File: src/hw/rtl/dmw_pkg.sv
package dmw_pkg;

  // Frame store geometry
  localparam int MAX_WIDTH   = 512;
  localparam int MAX_HEIGHT  = 128;
  localparam int STORE_DEPTH = MAX_WIDTH * MAX_HEIGHT;
  localparam int ADDR_W      = $clog2(STORE_DEPTH);

  // Field widths
  localparam int PIX_W      = 8;
  localparam int DISP_W     = 8;
  localparam int CFG_W_W    = 10;
  localparam int CFG_H_W    = 8;
  localparam int CFG_D_W    = 8;
  localparam int CFG_IDX_W  = 2;
  localparam int CFG_DATA_W = 10;

  // Register reset values
  localparam logic [CFG_W_W-1:0] RST_FRAME_WIDTH  = CFG_W_W'(512);
  localparam logic [CFG_H_W-1:0] RST_FRAME_HEIGHT = CFG_H_W'(128);
  localparam logic [CFG_D_W-1:0] RST_DAMPENING    = CFG_D_W'(1);

  // Derived internal widths
  localparam int EW_W  = $clog2(MAX_WIDTH + 1);
  localparam int EH_W  = $clog2(MAX_HEIGHT + 1);
  localparam int COL_W = $clog2(MAX_WIDTH);
  localparam int ROW_W = $clog2(MAX_HEIGHT);
  localparam int SZ_W  = EW_W + EH_W;

  localparam int DISP_CENTER = 127;
  localparam int MAX_DIM     = (MAX_WIDTH > MAX_HEIGHT) ? MAX_WIDTH : MAX_HEIGHT;
  // Divider width covers the largest displaced coordinate magnitude
  localparam int DV_W  = $clog2(MAX_DIM + DISP_CENTER + 1);
  localparam int SX_W  = DV_W + 1;
  localparam int CNT_W = $clog2(DV_W);
  localparam logic [CNT_W-1:0] LAST_STEP = CNT_W'(DV_W - 1);

  typedef enum logic [CFG_IDX_W-1:0] {
    CFG_FRAME_WIDTH  = 2'd0,
    CFG_FRAME_HEIGHT = 2'd1,
    CFG_DAMPENING    = 2'd2
  } cfg_idx_t;

  typedef enum logic {
    OP_LOAD = 1'b0,
    OP_WARP = 1'b1
  } op_t;

  typedef enum logic [2:0] {
    ST_IDLE,
    ST_DIV,
    ST_MSTART,
    ST_MOD,
    ST_FIX,
    ST_ADDR,
    ST_READ,
    ST_DONE
  } state_t;

  typedef struct packed {
    logic load;
    logic warp_start;
    logic step;
    logic mod_start;
    logic fix;
    logic addr_load;
    logic push;
  } dp_cmd_t;

  typedef struct packed {
    logic out_busy;
  } dp_status_t;

endpackage

File: src/hw/rtl/dmw_ctrl.sv
module dmw_ctrl (
  input  logic                clk,
  input  logic                rst_n,
  input  logic                in_valid,
  input  logic                in_operation,
  output logic                in_ready,
  input  dmw_pkg::dp_status_t status,
  output dmw_pkg::dp_cmd_t    cmd
);
  import dmw_pkg::*;

  state_t          state_r, state_nxt;
  logic [CNT_W-1:0] cnt_r, cnt_nxt;

  always_ff @(posedge clk) begin
    if (!rst_n) begin
      state_r <= ST_IDLE;
      cnt_r   <= '0;
    end else begin
      state_r <= state_nxt;
      cnt_r   <= cnt_nxt;
    end
  end

  always_comb begin
    state_nxt = state_r;
    cnt_nxt   = cnt_r;
    cmd       = '0;
    in_ready  = 1'b0;
    unique case (state_r)
      ST_IDLE: begin
        in_ready = 1'b1;
        if (in_valid) begin
          if (op_t'(in_operation) == OP_LOAD) begin
            cmd.load = 1'b1;
          end else begin
            cmd.warp_start = 1'b1;
            cnt_nxt        = '0;
            state_nxt      = ST_DIV;
          end
        end
      end
      ST_DIV: begin
        cmd.step = 1'b1;
        cnt_nxt  = cnt_r + CNT_W'(1);
        if (cnt_r == LAST_STEP) begin
          state_nxt = ST_MSTART;
        end
      end
      ST_MSTART: begin
        cmd.mod_start = 1'b1;
        cnt_nxt       = '0;
        state_nxt     = ST_MOD;
      end
      ST_MOD: begin
        cmd.step = 1'b1;
        cnt_nxt  = cnt_r + CNT_W'(1);
        if (cnt_r == LAST_STEP) begin
          state_nxt = ST_FIX;
        end
      end
      ST_FIX: begin
        cmd.fix   = 1'b1;
        state_nxt = ST_ADDR;
      end
      ST_ADDR: begin
        cmd.addr_load = 1'b1;
        state_nxt     = ST_READ;
      end
      ST_READ: begin
        state_nxt = ST_DONE;
      end
      ST_DONE: begin
        // Hold until the output register frees up
        if (!status.out_busy) begin
          cmd.push  = 1'b1;
          state_nxt = ST_IDLE;
        end
      end
      default: begin
        state_nxt = ST_IDLE;
      end
    endcase
  end

endmodule

File: config.mk
export PLATFORM = sky130hd
export DESIGN_NAME = dmw_ctrl
export DESIGN_NICKNAME = d
export VERILOG_FILES = /design/src/hw/rtl/dmw_pkg.sv /design/src/hw/rtl/dmw_ctrl.sv
export SDC_FILE = /design/constraint.sdc
export NUM_CORES = 1
export LEC_CHECK = 0
export BUFFER_PORTS_ARGS = -buffer_cell sky130_fd_sc_hd__buf_2
export CORE_AREA = 8 8 45 47
export DETAILED_ROUTE_END_ITERATION = 10
export DIE_AREA = 0 0 53 55
export PLACE_DENSITY = 0.68
export SLEW_MARGIN = 20
export SYNTH_ARGS = -nofsm -noshare
export SYNTH_HDL_FRONTEND = slang
export SYNTH_SLANG_ARGS = --single-unit
File: constraint.sdc
create_clock -name clk -period 1.55 [get_ports clk]
set_input_delay 0.31 -clock clk [delete_from_list [all_inputs] [get_ports clk]]
set_output_delay 0.31 -clock clk [all_outputs]
set_load 0.02 [all_outputs]
==> impl_metrics.csv <==
group,metric,value,unit
logic_synthesis,synth_flop_cell,"dfxtp_1",
critical_path,worst-path-max-fanout,8,
floorplan,rows,14,
floorplan,pin_count,13,
timing,fin_worst_skew,3.967,ps
flow_run,max_cap_viol_count,0,
timing,worstMarginPinSlew,221.9,ps
power_and_ir_drop,leakagePower,0.2543,nW
critical_path,path_delay_family,"flip-flops",
logic_synthesis,async_flop_share,0,
logic_synthesis,ys_ff_latch,7,
route,drc_errors,0,
final_layout,drive_gt1_frac,0.3594,
clock_tree,postCtsSetupBuffers,0,
timing,fin_crit,1473,ps
final_layout,antenna_cells,0,
route,avgViaCountPerCell,5.238,
timing,max_freq,679.1,MHz
final_layout,area.growth.synth_to_final,21.07,%
route,vias,419,
logic_synthesis,yosys.area.top_type,"dfxtp_1",
route,ant_nets,0,
clock_tree,cts_tree,"built",
power_and_ir_drop,ir_drop,0.0004612,V
route,routed_wl,968,um
global_routing,grt_max_degree,12,
clock_tree,clk_pin_slew,50,ps
power_and_ir_drop,total_power,420.7,uW
critical_path,crit_path_top_delay_cell,"dfxtp_4",
timing,maxSlewHeadroom,0.8521,
logic_synthesis,netlist_top_cells_count,"7 x dfxtp_1, 5 x a21oi_1, 4 x inv_1, 4 x nand2_1",
timing,whs,347.2,ps
floorplan,die_x,53,um
logic_synthesis,yosysWarningCount,0,
critical_path,crit_path_start,"state_r[2]",
logic_synthesis,yosys.cell_types.count,27,
logic_synthesis,yosys.area_share.simple,0.2978,
route,wl_per_cell,12.10,um
timing,setup_violations,0,
timing,grt_setup_unrepaired,"true",
logic_synthesis,synth_area,445.4,um^2
logic_synthesis,synth_compound_area_frac,0.1966,
logic_synthesis,synth_top_family_by_area,"simple AND/OR/NAND/NOR gates",
floorplan,initial_core_util,0.3219,
logic_synthesis,synth_edf_count,0,
status,outcome,"finished clean",
logic_synthesis,synth.most_common_cell,"dfxtp_1",
final_layout,nNetsFinal,72,
logic_synthesis,synth_cells,52,
clock_tree,clkLatencyLatePin,260,ps
clock_tree,cts-root-buf,"clkbuf_4",
logic_synthesis,synthTopCellsByArea,"dfxtp_1 31%, a21oi_1 5.6%, ha_1 5.6%, buf_6 5.1%, nand3b_1 5.1%",
critical_path,cpPeakStageDelay,380,ps
final_layout,final_cells,80,
placed_design,dp.cells,76,
timing,finalHoldViolCount,0,
floorplan,core,0.001384,mm^2
critical_path,path_buf_inv,1,
global_routing,antenna_found_initial,0,
critical_path,worstPathRequired,1240,ps
critical_path,end_kind,"primary output",
timing,fin_crit_sh,0.9500,
floorplan,die_h,55,um
route,drt_iter0_markers,4,
floorplan,fp.dieArea,0.002915,mm^2
clock_tree,clkSinkCount,7,
min_path,min_from,"rst_n",
critical_path,timing.rr.start,"cnt_r[0]",
clock_tree,cts_buffers,3,
route,dr.pass1.iters,3,
critical_path,worstPathCellList,"nor3_4 > nand2_1 > nor2_1 > buf_2",
critical_path,crit_arrival,1160,ps
placed_design,io_buffers,12,
logic_synthesis,synth_adder_area_share,0.05618,
timing,finalMaxSlewViolations,0,
placed_design,place_ws,209.4,ps
clock_tree,clockBufferDepth,2,
critical_path,crit_type,"reg2out",
logic_synthesis,syn-num-nets,59,
min_path,min_path_type,"in2reg",
critical_path,start_kind,"flip-flop",
logic_synthesis,synth_top_area_frac,0.3146,
placed_design,hpwlAfterDp,734.6,um
global_routing,grt_usage,0.07338,
logic_synthesis,synthMuxAreaShare,0.02247,
timing,fin_ws,77.48,ps
global_routing,grt_pass1_vias,380,
clock_tree,h-tree-depth,1,
placed_design,place_congestion,0.8108,
logic_synthesis,ys_seq_area_frac,0.3146,
global_routing,grt_pass1_wl,1607,um
logic_synthesis,syn_avg_cell_area,8.566,um^2
power_and_ir_drop,powerDensity,780.2,mW/mm^2
global_routing,grt.overflow.total,0,
final_layout,n_fill_cell,141,
logic_synthesis,synth_xor_area_frac,0,
-- cell type report --
class	count	area (um^2)	share of cell area
multi-input cells	37	271.5	0.5035
flip-flops and latches	7	146.4	0.2715
repair buffers	12	60.06	0.1114
clock buffers	4	26.28	0.04872
well taps	16	20.02	0.03712
inverters	4	15.01	0.02784
-- repair_timing --
item                       4_1_cts  5_1_grt
pin swaps                        0        0
gates resized for setup          1        5
gates cloned                     0        0
hold buffers                     0        0
setup endpoints to repair        2        7
-- per-stage QoR --
stage / util / setup TNS, ps / cell area, um^2
2_1_floorplan: - / 0 / 450.4
3_3_place_gp: 0.3580 / 0 / 495.5
3_5_place_dp: 0.3580 / 0 / 495.5
4_1_cts: 0.3779 / 0 / 523.0
5_1_grt: 0.3897 / -36.24 / 539.3
6_report: 0.3897 / 0 / 539.3
-- layer usage --
metal	routed length [um]	global-route usage	up-vias
li1	-	-	212
met1	422	0.08104	191
met2	416	0.1172	14
met3	118	0.04011	2
met4	10	0.02586	0
met5	0	0	-
-- cells in the final DEF (no fill, tap or decap), types with 3 or more instances in the layout --
| master | count |
|---|---|
| buf_2 | 12 |
| a21oi_1 | 5 |
| nand2_1 | 4 |
| inv_1 | 4 |
| dfxtp_1 | 4 |
| nor2_1 | 3 |
| nand3b_1 | 3 |
| clkbuf_4 | 3 |
-- state kept, by name (all words and copies together), names as in the netlist --
| name | cells |
|---|---|
| cnt_r | 4 |
| state_r | 3 |
-- where the power goes --
group	internal, mW	leakage [nW]	switching, mW
logic	0.0255	0.181	0.0316
registers	0.183	0.0585	0.00894
clock network	0.0986	0.0150	0.0727
-- worst paths after layout --
check / to / slack (ps) / cells after the start
worst min register to register: cnt_r[0] / 510 / 1
worst min-delay path: state_r[2] / 350 / 2
worst max register to register: cnt_r[2] / 370 / 3
worst max-delay path: cmd[6] / 80 / 4
-- logic make-up (layout without fill, tap and decap cells) --
kind of cell / Yosys count / count (layout)
and+or+nand+nor: 22 / 22
AOI/OAI and AO/OA: 12 / 12
buffers and inverters: 8 / 20
DFF: 7 / 7
adders and majority gates: 2 / 2
muxes: 1 / 1
(Power assumes the default switching activity.)
